## config.mk

```make
export PLATFORM = sky130hd
export DESIGN_NAME = region_registry_table
export DESIGN_NICKNAME = d
export VERILOG_FILES = /design/src/hw/rtl/rrt_pkg.sv /design/src/hw/rtl/rrt_ram.sv /design/src/hw/rtl/region_registry_table.sv
export SDC_FILE = /design/constraint.sdc
export NUM_CORES = 2
export LEC_CHECK = 0
export BUFFER_PORTS_ARGS = -buffer_cell sky130_fd_sc_hd__buf_4
export CORE_MARGIN = 1.5
export CORE_UTILIZATION = 60
export CTS_CLUSTER_SIZE = 12
export DETAILED_ROUTE_END_ITERATION = 8
export PLACE_DENSITY = 0.85
export SETUP_SLACK_MARGIN = 0.2
export SYNTH_ARGS = -nofsm -noshare
export SYNTH_HDL_FRONTEND = slang
export SYNTH_SLANG_ARGS = --single-unit
```

## constraint.sdc

```tcl
create_clock -name clk -period 15.3 [get_ports clk]
set_input_delay 2.295 -clock clk [delete_from_list [all_inputs] [get_ports clk]]
set_output_delay 2.295 -clock clk [all_outputs]
set_load 0.02 [all_outputs]
```

## src/hw/rtl/rrt_pkg.sv

```systemverilog
// ----------------------------------------------------------------------------
// rrt_pkg
// Shared widths, command and status codes for the region registry table.
// ----------------------------------------------------------------------------
package rrt_pkg;

	localparam int MAX_ENTRIES_DEF = 16;

	localparam int ADDR_W   = 48;
	localparam int SIZE_W   = 40;
	localparam int TOTAL_W  = 44;
	localparam int STATUS_W = 3;
	localparam int COUNT_W  = 5;
	localparam int ENTRY_W  = ADDR_W + SIZE_W;

	localparam logic CMD_REGISTER   = 1'b0;
	localparam logic CMD_UNREGISTER = 1'b1;

	localparam logic [STATUS_W-1:0] ST_ADDED     = 3'd0;
	localparam logic [STATUS_W-1:0] ST_NULL      = 3'd1;
	localparam logic [STATUS_W-1:0] ST_PRESENT   = 3'd2;
	localparam logic [STATUS_W-1:0] ST_FULL      = 3'd3;
	localparam logic [STATUS_W-1:0] ST_REMOVED   = 3'd4;
	localparam logic [STATUS_W-1:0] ST_NOT_FOUND = 3'd5;

	typedef logic [ENTRY_W-1:0] entry_t;

endpackage

```

## src/hw/rtl/rrt_ram.sv

```systemverilog
// ----------------------------------------------------------------------------
// rrt_ram
// Generic single write port, single read port RAM with registered read data.
// ----------------------------------------------------------------------------
module rrt_ram #(
	parameter int WIDTH = 8,
	parameter int DEPTH = 16,
	localparam int AW = (DEPTH > 1) ? $clog2(DEPTH) : 1
) (
	input  logic             clk,
	input  logic             wr_en,
	input  logic [AW-1:0]    wr_addr,
	input  logic [WIDTH-1:0] wr_data,
	input  logic             rd_en,
	input  logic [AW-1:0]    rd_addr,
	output logic [WIDTH-1:0] rd_data
);

	logic [WIDTH-1:0] mem_q [DEPTH];
	logic [WIDTH-1:0] rd_data_q;

	always_ff @(posedge clk) begin
		if (wr_en) begin
			mem_q[wr_addr] <= wr_data;
		end
		if (rd_en) begin
			rd_data_q <= mem_q[rd_addr];
		end
	end

	assign rd_data = rd_data_q;

endmodule

```

## src/hw/rtl/region_registry_table.sv

```systemverilog
// ----------------------------------------------------------------------------
// region_registry_table
// Bounded table of memory regions (address, byte size) with an entry count
// and a running byte total. Register appends, unregister swaps the last entry
// into the freed slot. One response item per command item.
//
//   channel  | handshake            | payload
//   ---------+----------------------+--------------------------------------
//   cmd      | cmd_valid, cmd_stall | command, region_address, region_size
//   rsp      | rsp_valid, rsp_stall | status, entry_count, total_bytes
//
// A non-null command scans the held entries, one table read per cycle
// through the single RAM read port, then an append or a last-entry move;
// a null command goes straight to the response. cmd_stall is high from
// acceptance until the response is loaded into the output register; the
// output register holds it while rsp_stall is high. Reset clears count
// and total; table entries stay undefined until written.
// ----------------------------------------------------------------------------
module region_registry_table
	import rrt_pkg::*;
#(
	parameter int MAX_ENTRIES = MAX_ENTRIES_DEF
) (
	input  logic                clk,
	input  logic                arst_n,
	input  logic                cmd_valid,
	output logic                cmd_stall,
	input  logic                command,
	input  logic [ADDR_W-1:0]   region_address,
	input  logic [SIZE_W-1:0]   region_size,
	output logic                rsp_valid,
	input  logic                rsp_stall,
	output logic [STATUS_W-1:0] status,
	output logic [COUNT_W-1:0]  entry_count,
	output logic [TOTAL_W-1:0]  total_bytes
);

	localparam int CNT_W = $clog2(MAX_ENTRIES + 1);
	localparam int IDX_W = (MAX_ENTRIES > 1) ? $clog2(MAX_ENTRIES) : 1;

	localparam logic [2:0] S_IDLE   = 3'd0;
	localparam logic [2:0] S_SCAN   = 3'd1;
	localparam logic [2:0] S_APPEND = 3'd2;
	localparam logic [2:0] S_LAST   = 3'd3;
	localparam logic [2:0] S_MOVE   = 3'd4;
	localparam logic [2:0] S_DONE   = 3'd5;

	logic [2:0]          state_q;
	logic [CNT_W-1:0]    cnt_q;
	logic [TOTAL_W-1:0]  total_q;
	logic                cmd_q;
	logic [ADDR_W-1:0]   addr_q;
	logic [SIZE_W-1:0]   size_q;
	logic [STATUS_W-1:0] st_q;
	logic [CNT_W-1:0]    issue_q;
	logic [CNT_W-1:0]    slot_q;
	logic                scan_vld_s1;
	logic [CNT_W-1:0]    rd_idx_s1;

	logic                rsp_valid_q;
	logic [STATUS_W-1:0] status_q;
	logic [COUNT_W-1:0]  entry_count_q;
	logic [TOTAL_W-1:0]  total_bytes_q;

	logic                ram_wr_en;
	logic [IDX_W-1:0]    ram_wr_addr;
	entry_t              ram_wr_data;
	logic                ram_rd_en;
	logic [IDX_W-1:0]    ram_rd_addr;
	entry_t              ram_rd_data;

	logic [ADDR_W-1:0]   rd_addr_fld;
	logic [SIZE_W-1:0]   rd_size_fld;
	logic                hit;
	logic                at_last;
	logic                full;
	logic [CNT_W-1:0]    last_idx;
	logic                alu_sub;
	logic [TOTAL_W-1:0]  alu_opnd;
	logic [TOTAL_W-1:0]  alu_res;
	logic                accept;
	logic                rsp_free;
	logic [CNT_W+COUNT_W-1:0] cnt_ext;

	assign accept      = cmd_valid && !cmd_stall;
	assign cmd_stall   = (state_q != S_IDLE);
	assign rsp_free    = !rsp_valid_q || !rsp_stall;
	assign rd_addr_fld = ram_rd_data[ENTRY_W-1:SIZE_W];
	assign rd_size_fld = ram_rd_data[SIZE_W-1:0];
	assign hit         = scan_vld_s1 && (rd_addr_fld == addr_q);
	assign last_idx    = cnt_q - CNT_W'(1);
	assign at_last     = (rd_idx_s1 == last_idx);
	assign full        = (cnt_q == CNT_W'(MAX_ENTRIES));
	assign cnt_ext     = {{COUNT_W{1'b0}}, cnt_q};

	// shared add/subtract unit for the running total
	always_comb begin
		alu_sub  = (state_q == S_SCAN);
		alu_opnd = alu_sub ? {{(TOTAL_W-SIZE_W){1'b0}}, rd_size_fld}
		                   : {{(TOTAL_W-SIZE_W){1'b0}}, size_q};
		alu_res  = alu_sub ? (total_q - alu_opnd) : (total_q + alu_opnd);
	end

	always_comb begin
		ram_rd_en   = 1'b0;
		ram_rd_addr = issue_q[IDX_W-1:0];
		ram_wr_en   = 1'b0;
		ram_wr_addr = cnt_q[IDX_W-1:0];
		ram_wr_data = {addr_q, size_q};
		case (state_q)
			S_SCAN: begin
				ram_rd_en = (issue_q < cnt_q);
			end
			S_LAST: begin
				ram_rd_en   = 1'b1;
				ram_rd_addr = last_idx[IDX_W-1:0];
			end
			S_APPEND: begin
				ram_wr_en = (cmd_q == CMD_REGISTER) && !full;
			end
			S_MOVE: begin
				ram_wr_en   = 1'b1;
				ram_wr_addr = slot_q[IDX_W-1:0];
				ram_wr_data = ram_rd_data;
			end
			default: begin
			end
		endcase
	end

	rrt_ram #(
		.WIDTH (ENTRY_W),
		.DEPTH (MAX_ENTRIES)
	) u_table (
		.clk     (clk),
		.wr_en   (ram_wr_en),
		.wr_addr (ram_wr_addr),
		.wr_data (ram_wr_data),
		.rd_en   (ram_rd_en),
		.rd_addr (ram_rd_addr),
		.rd_data (ram_rd_data)
	);

	always_ff @(posedge clk or negedge arst_n) begin
		if (!arst_n) begin
			state_q     <= S_IDLE;
			cnt_q       <= '0;
			total_q     <= '0;
			scan_vld_s1 <= 1'b0;
			rsp_valid_q <= 1'b0;
		end else begin
			if (state_q == S_DONE && rsp_free) begin
				rsp_valid_q <= 1'b1;
			end else if (rsp_valid_q && !rsp_stall) begin
				rsp_valid_q <= 1'b0;
			end
			scan_vld_s1 <= (state_q == S_SCAN) && ram_rd_en;
			case (state_q)
				S_IDLE: begin
					if (accept) begin
						if (region_address == '0 ||
						    (command == CMD_REGISTER && region_size == '0)) begin
							state_q <= S_DONE;
						end else if (cnt_q == '0) begin
							state_q <= S_APPEND;
						end else begin
							state_q <= S_SCAN;
						end
					end
				end
				S_SCAN: begin
					if (hit) begin
						if (cmd_q == CMD_REGISTER) begin
							state_q <= S_DONE;
						end else begin
							total_q <= alu_res;
							state_q <= S_LAST;
						end
					end else if (scan_vld_s1 && at_last) begin
						state_q <= S_APPEND;
					end
				end
				S_APPEND: begin
					if (cmd_q == CMD_REGISTER && !full) begin
						total_q <= alu_res;
						cnt_q   <= cnt_q + CNT_W'(1);
					end
					state_q <= S_DONE;
				end
				S_LAST: begin
					state_q <= S_MOVE;
				end
				S_MOVE: begin
					cnt_q   <= last_idx;
					state_q <= S_DONE;
				end
				S_DONE: begin
					if (rsp_free) begin
						state_q <= S_IDLE;
					end
				end
				default: begin
					state_q <= S_IDLE;
				end
			endcase
		end
	end

	// payload, status, scan bookkeeping and response output registers
	always_ff @(posedge clk) begin
		case (state_q)
			S_IDLE: begin
				if (accept) begin
					cmd_q   <= command;
					addr_q  <= region_address;
					size_q  <= region_size;
					issue_q <= '0;
					st_q    <= ST_NULL;
				end
			end
			S_SCAN: begin
				if (ram_rd_en) begin
					issue_q <= issue_q + CNT_W'(1);
				end
				rd_idx_s1 <= issue_q;
				if (hit) begin
					slot_q <= rd_idx_s1;
					st_q   <= (cmd_q == CMD_REGISTER) ? ST_PRESENT : ST_REMOVED;
				end
			end
			S_APPEND: begin
				if (cmd_q == CMD_UNREGISTER) begin
					st_q <= ST_NOT_FOUND;
				end else if (full) begin
					st_q <= ST_FULL;
				end else begin
					st_q <= ST_ADDED;
				end
			end
			S_DONE: begin
				if (rsp_free) begin
					status_q      <= st_q;
					entry_count_q <= cnt_ext[COUNT_W-1:0];
					total_bytes_q <= total_q;
				end
			end
			default: begin
			end
		endcase
	end

	assign rsp_valid   = rsp_valid_q;
	assign status      = status_q;
	assign entry_count = entry_count_q;
	assign total_bytes = total_bytes_q;

	a_cnt_bound: assert property (@(posedge clk) disable iff (!arst_n)
		cnt_q <= CNT_W'(MAX_ENTRIES))
		else $error("entry count above table depth");

	a_scan_in_range: assert property (@(posedge clk) disable iff (!arst_n)
		(state_q == S_SCAN && scan_vld_s1) |-> (rd_idx_s1 < cnt_q))
		else $error("scan compared an entry beyond the held count");

	a_move_nonempty: assert property (@(posedge clk) disable iff (!arst_n)
		(state_q == S_MOVE) |-> (cnt_q != '0 && slot_q < cnt_q))
		else $error("entry move with empty table or bad slot");

	a_rsp_from_done: assert property (@(posedge clk) disable iff (!arst_n)
		$rose(rsp_valid_q) |-> ($past(state_q) == S_DONE && state_q == S_IDLE))
		else $error("response raised outside the done step");

	a_count_step: assert property (@(posedge clk) disable iff (!arst_n)
		(cnt_q != $past(cnt_q)) |->
			($past(state_q) == S_APPEND || $past(state_q) == S_MOVE))
		else $error("entry count changed outside append or move");

endmodule
```

=== Word-level counts from Yosys, hierarchy flattened ===
Memories as Yosys holds them, arrays and structs flattened. A register that Yosys moved wholly into a read port is not among the register bits.
Index checks and enable logic that the tools add are counted.

* Add/sub/neg operators: 5
* Magnitude comparators: 1
* Eq/ne operators: 15
* Multiplexer cells: 34
* Bitwise logic cells: 2
* Reductions and logical operators: 33

{| class="wikitable"
|+ Operators with widths
! operator !! number
|-
| 44-bit two-way mux || 4
|-
| 88-bit two-way mux || 1
|-
| 44-bit one-hot mux with 2 select lines || 1
|-
| 48-bit == test || 1
|-
| 48-bit logical NOT || 1
|-
| 44-bit by 40-bit adder with 44-bit output || 1
|-
| 44-bit by 40-bit subtractor with 44-bit output || 1
|-
| 40-bit logical NOT || 1
|-
| 40-bit two-way mux || 1
|-
| 3-bit two-way mux || 10
|-
| 5-bit one-hot mux with 2 select lines || 2
|-
| 5-bit two-way mux || 3
|-
| 3-bit one-hot mux with 5 select lines || 1
|-
| 2-bit inequality test, second input constant || 6
|-
| 5-bit by 1-bit adder with 5-bit output, second input constant || 2
|-
| 3-bit one-hot mux with 3 select lines || 1
|-
| 3-bit AND reduction || 3
|-
| 1-bit logical AND || 8
|-
| 4-bit two-way mux || 2
|-
| 2-bit AND reduction || 4
|-
| 2-bit nonzero test || 4
|-
| 3-bit by 2-bit == test with 1-bit output, second input constant || 2
|-
| 3-bit == test, second input constant || 2
|-
| 3-bit nonzero test || 2
|-
| other kinds (16) || 26
|}

* Flip-flop bits (word level): 212
* Memory bits (writable): 1408
* Input bits: 93
* Output and inout port bits: 54
* Logic and storage cells: 106
* Memories kept: 1

{| class="wikitable"
|+ Memory list
! memory !! depth !! bits a word !! read ports !! clocked after Yosys merged registers in !! write ports !! line !! RTL
|-
| u_table.mem_q || 16 || 88 || 1 || 1 || 1 || rrt_ram.sv:19 || <nowiki>logic [WIDTH-1:0] mem_q [DEPTH];</nowiki>
|}

=== Logic depth before layout (Yosys ltp) ===
* Depth in word-level cells: 7
* Gate-level depth with buffers: 26
* Gate-level depth less buffers: 24

=== By module ===
A second synthesis with hierarchy kept.

* Cells, all modules: 3661
* Area total of the unflattened synthesis: 68157.9 sq um

{| class="wikitable"
|+ Modules (own cells, without submodules)
! module !! times used !! cells an instance !! area each (sq um) !! seq. area each (sq um)
|-
| rrt_ram || 1 || 2256 || 55241.7 || 44923.1
|-
| region_registry_table || 1 || 1405 || 12916.1 || 6095.8
|}

=== Worst setup path before layout ===
OpenSTA, ideal clock, no wires.

* Path type: input-to-reg
* Start: input port cmd_valid
* End: register issue_q[0] (enable)
* Library setup time: 0.315 ns
* Arrival: 6.632 ns
* Required time: 14.985 ns
* Slack: 8.352 ns
* Cell stages on the path: 3
* Buffers on the path: 0
* Path through: inv_1 nor2_1 or2_2

* Longest elaborated chain between the ends: 3

{| class="wikitable"
|+ RTL lines
! what !! line !! RTL
|-
| start, declared || region_registry_table.sv:26 || <nowiki>input logic cmd_valid,</nowiki>
|-
| 1-bit logical AND || region_registry_table.sv:85 || <nowiki>assign accept = cmd_valid && !cmd_stall;</nowiki>
|-
| 2-bit inequality test (no line) || - ||
|-
| 3-bit AND reduction (no line) || - ||
|-
| end signal, assigned || region_registry_table.sv:223 || <nowiki>issue_q <= issue_q + CNT_W'(1);</nowiki>
|-
| end, declared || region_registry_table.sv:55 || <nowiki>logic [CNT_W-1:0] issue_q;</nowiki>
|}

No other way between the ends.
A chain may end at the register's enable or synchronous reset.

=== Worst setup path after layout ===
* Start: register state_q[0]
* End: register total_q[42]

* Longest elaborated chain between the ends: 7
* Elaborated cells between the ends (all ways): 15
* Those cells by class: add/sub: 2; eq/ne: 5; mux: 6; reduce/logical: 2

{| class="wikitable"
|+ RTL lines
! what !! line !! RTL
|-
| start, declared || region_registry_table.sv:48 || <nowiki>logic [2:0] state_q;</nowiki>
|-
| start signal, assigned || region_registry_table.sv:146 || <nowiki>state_q <= S_IDLE;</nowiki>
|-
| start signal, assigned || region_registry_table.sv:163 || <nowiki>state_q <= S_DONE;</nowiki>
|-
| start signal, assigned || region_registry_table.sv:165 || <nowiki>state_q <= S_APPEND;</nowiki>
|-
| 3-bit by 1-bit == test with 1-bit output || region_registry_table.sv:98, region_registry_table.sv:158 ||
|-
| 40-bit two-way mux || region_registry_table.sv:99 || <nowiki>alu_opnd = alu_sub ? {{(TOTAL_W-SIZE_W){1'b0}}, rd_size_fld}</nowiki>
|-
| 44-bit by 40-bit adder with 44-bit output / 44-bit by 40-bit subtractor with 44-bit output (equally long branches) || region_registry_table.sv:101 || <nowiki>alu_res = alu_sub ? (total_q - alu_opnd) : (total_q + alu_opnd);</nowiki>
|-
| 44-bit two-way mux || region_registry_table.sv:101 ||
|-
| 44-bit two-way mux || region_registry_table.sv:173 || <nowiki>if (cmd_q == CMD_REGISTER) begin</nowiki>
|-
| 44-bit two-way mux || region_registry_table.sv:172 || <nowiki>if (hit) begin</nowiki>
|-
| 44-bit one-hot mux with 2 select lines || region_registry_table.sv:158 || <nowiki>case (state_q)</nowiki>
|-
| end signal, assigned || region_registry_table.sv:176 || <nowiki>total_q <= alu_res;</nowiki>
|-
| end signal, assigned || region_registry_table.sv:185 || <nowiki>total_q <= alu_res;</nowiki>
|-
| end, declared || region_registry_table.sv:50 || <nowiki>logic [TOTAL_W-1:0] total_q;</nowiki>
|}

Several ways; a longest one is shown, not always the timed one. The select of a mux whose other input is x is not followed.

==> flow_summary.toml <==
[status]
status = "completed"

[worst_setup_path]
critPathCaptureType = "flip-flop"
arrival_ps = 6690
rrSetupSlack_ps = 9270
timing.rr.start = "state_q[0]"
slowest_delay_ps = 600
crit_fanout = 48
crit_family = "simple AND/OR/NAND/NOR gates"
crit_end = "total_q[42]"
startpoint_type = "flip-flop"
path_cells = "nor2b_4 -> nand2_4 -> inv_2 -> buf_4 -> mux2i_1 -> ha_1 -> inv_1 -> a2111oi_4 -> nand2_2 -> nor4_4 -> nand2b_2 -> nor2_2 -> xnor2_1 -> mux2i_1 -> ha_1 -> and3_1 -> nand2_1 -> or3_1 -> o21ai_0 -> a211oi_1 -> o31ai_1 -> xor2_1 -> mux2_2"
crit_required_ps = 15960
cp.depth = 23
cpMaxStageDelayCell = "dfrtp_1"
reg2regPathDepth = 23
critical_path.startpoint = "state_q[0]"
crit_buf_inv = 3
crit_type = "reg2reg"
reg2reg_to = "total_q[42]"

[synth]
synth_area_leaders = "edfxtp_1, mux4_2, dfrtp_1, nand2_1, mux2i_1"
syn_nets = 3905
synth_top_area_frac = 0.720
synth_commonest_cells = "edfxtp_1, mux4_2, nand2_1, a21oi_1, nor2_1"
ys.flop_type = "edfxtp_1"
synth_most_common_cell = "edfxtp_1"
synth.avg_cell_area_um2 = 18.4
synth_edf_count = 1654
ys_seq_elements = 1708
yosys.area.top_type = "edfxtp_1"
netlist_instances = 3760
synth-async-reset-ratio = 0.0316
yosysSeqAreaShare = 0.739
synth_area_um2 = 69000
yosys_warnings = 0
synth.distinct_cells = 75

[clock_network]
path_clk_slew_ps = 60
cts_tree = "done"
root_buffer = "clkbuf_16"
clock_sinks = 1708
cts-buffers-inserted = 166
cts_resized = 0
post_cts_buffers = 0
cts_buffer_depth = 3
postCtsHoldBufs = 0
h-tree-depth = 4
clk_latency_ps = 800

[cells_and_area]
n_fill_cell = 6800
synthToLayoutAreaGrowth_pct = 11.1
fin_area_um2 = 76700
drive_above_1_share = 0.202
fin_util = 0.671
final_nets = 4095
area.sequential_um2 = 51000
multiInputGateArea_um2 = 17300

[detailed_routing]
wl_per_cell_um = 31.6
drt_iter0_markers = 5284
vias = 38300
dr.pass1.iters = 6
drt_wl_total_um = 175000
via_per_inst = 6.92
drtAntennaViolNets = 0
drc = 0

[placement]
port_buffers = 146
dp_slack_ps = 9360
dp_hpwl_um = 87800
gp_congestion = 0.962
placed_cell_area_um2 = 72000

[timing]
setup_ws_ps = 9270
min_period_over_period = 0.394
drv_slew = 0
tightest_slew_ps = 1250
finalSetupTns_ps = 0
fin_worst_skew_ps = 36.9
slew-limit-headroom = 0.157
post-route-min-period_ps = 6030
hold_violations = 0
grt_setup_unrepaired = "false"
max_freq_mhz = 166
setup_viol = 0

[min_path]
hold_class = "reg2reg"
min-delay-start = "st_q[1]"

[pwr]
vdd_drop_max_v = 0.000192
totalPowerFinal_mw = 15.7
p_per_area_nw_per_um2 = 205
leakage_nw = 25.2

[run]
cap_violations = 0

[global_route]
grt_pass1_vias = 39100
gr-usage-met3 = 0.0614
use_met2 = 0.495
grt_use_total = 0.302
grt_busiest_layer = "met2"
grt_max_degree = 156
grt_pass1_wl_um = 254000
gr-total-overflow = 0
use_met1 = 0.390
antenna_found_initial = 4

[floorplan]
rows = 124
dieArea_um2 = 117000
die_w_um = 342
initial_utilization = 0.604
fp.dieH_um = 342
pin_count = 147
core_um2 = 114000
[where the power goes]
group          switching, mW  total (mW)  internal, mW
Sequential             0.355        6.50          6.14
Clock                   1.67        3.71          2.04
Combinational           3.33        5.54          2.21
[cell type report]
class                           instances  area share
Sequential cell                      1708       0.666
Clock inverter                         28     0.00326
Timing Repair Buffer                  211      0.0213
Inverter                               43     0.00211
Multi-Input combinational cell       1820       0.226
Tap cell                             1512      0.0247
Clock buffer                          208      0.0575
Antenna cell                            3   0.0000979
[cells by family (layout without fill, tap and decap cells)]
| logic type | after synthesis | count (layout) | synth area share |
|---|---|---|---|
| xor+xnor | 125 | 125 | 0.0159 |
| buf+inv | 232 | 490 | 0.0130 |
| simple gates | 723 | 723 | 0.0497 |
| other cells | 0 | 3 | 0 |
| mux | 455 | 455 | 0.130 |
| compound gates | 465 | 465 | 0.0424 |
| fa+ha+maj | 52 | 52 | 0.00954 |
| flops | 1708 | 1708 | 0.739 |
[worst min path at each step]
stage / endpoint / cells after the start
after floorplan: status[0] / 0
after global placement: status[2] / 0
after detailed placement: status[1] / 0
after CTS: status[1] / 0
after global routing: status[1] / 0
final: status[1] / 0
[registers in the layout (all words and copies together), names as in the netlist, 4 cells and up]
register	cells
u_table.mem_q	1408
cnt_q	5
rd_idx_s1	5
entry_count	5
total_bytes	44
issue_q	5
size_q	40
u_table.rd_data	88
slot_q	4
addr_q	48
total_q	44
[per-stage QoR]
stage / hold slack, ps / cells
after global routing: 462 / 5530
after floorplan: 400 / 3760
final: 446 / 5533
after global placement: 446 / 5294
after detailed placement: 424 / 5294
after CTS: 438 / 5530
[per-layer routing]
layer	vias up	share of wire	routed length, um
li1	15400	-	-
met1	19300	0.34	59300
met2	3087	0.50	86800
met3	561	0.12	20200
met4	4	0.049	8500
met5	-	0.00098	172
[cells in the final DEF, fill, tap and decap left out, drive strengths merged, types with 7 or more instances in the layout]
cell type  netlist  final
dfrtp           54     54
nor2           122    122
a31oi           17     17
xnor2           79     79
mux2            10     10
nor3            38     38
mux2i           93     93
edfxtp        1654   1654
a21o            31     31
nand2b          15     15
o22ai            7      7
o21ai           76     76
xor2            46     46
buf             73    211
nor4            38     38
a211oi          91     91
clkbuf         116    208
mux4           352    352
a21oi          176    176
o21bai           8      8
inv             43     50
nor2b           96     96
nand2          326    326
or3             10     10
ha              51     51
clkinv           0     19
nand3           17     17
nand4           27     27
(Power assumes the default switching activity.)
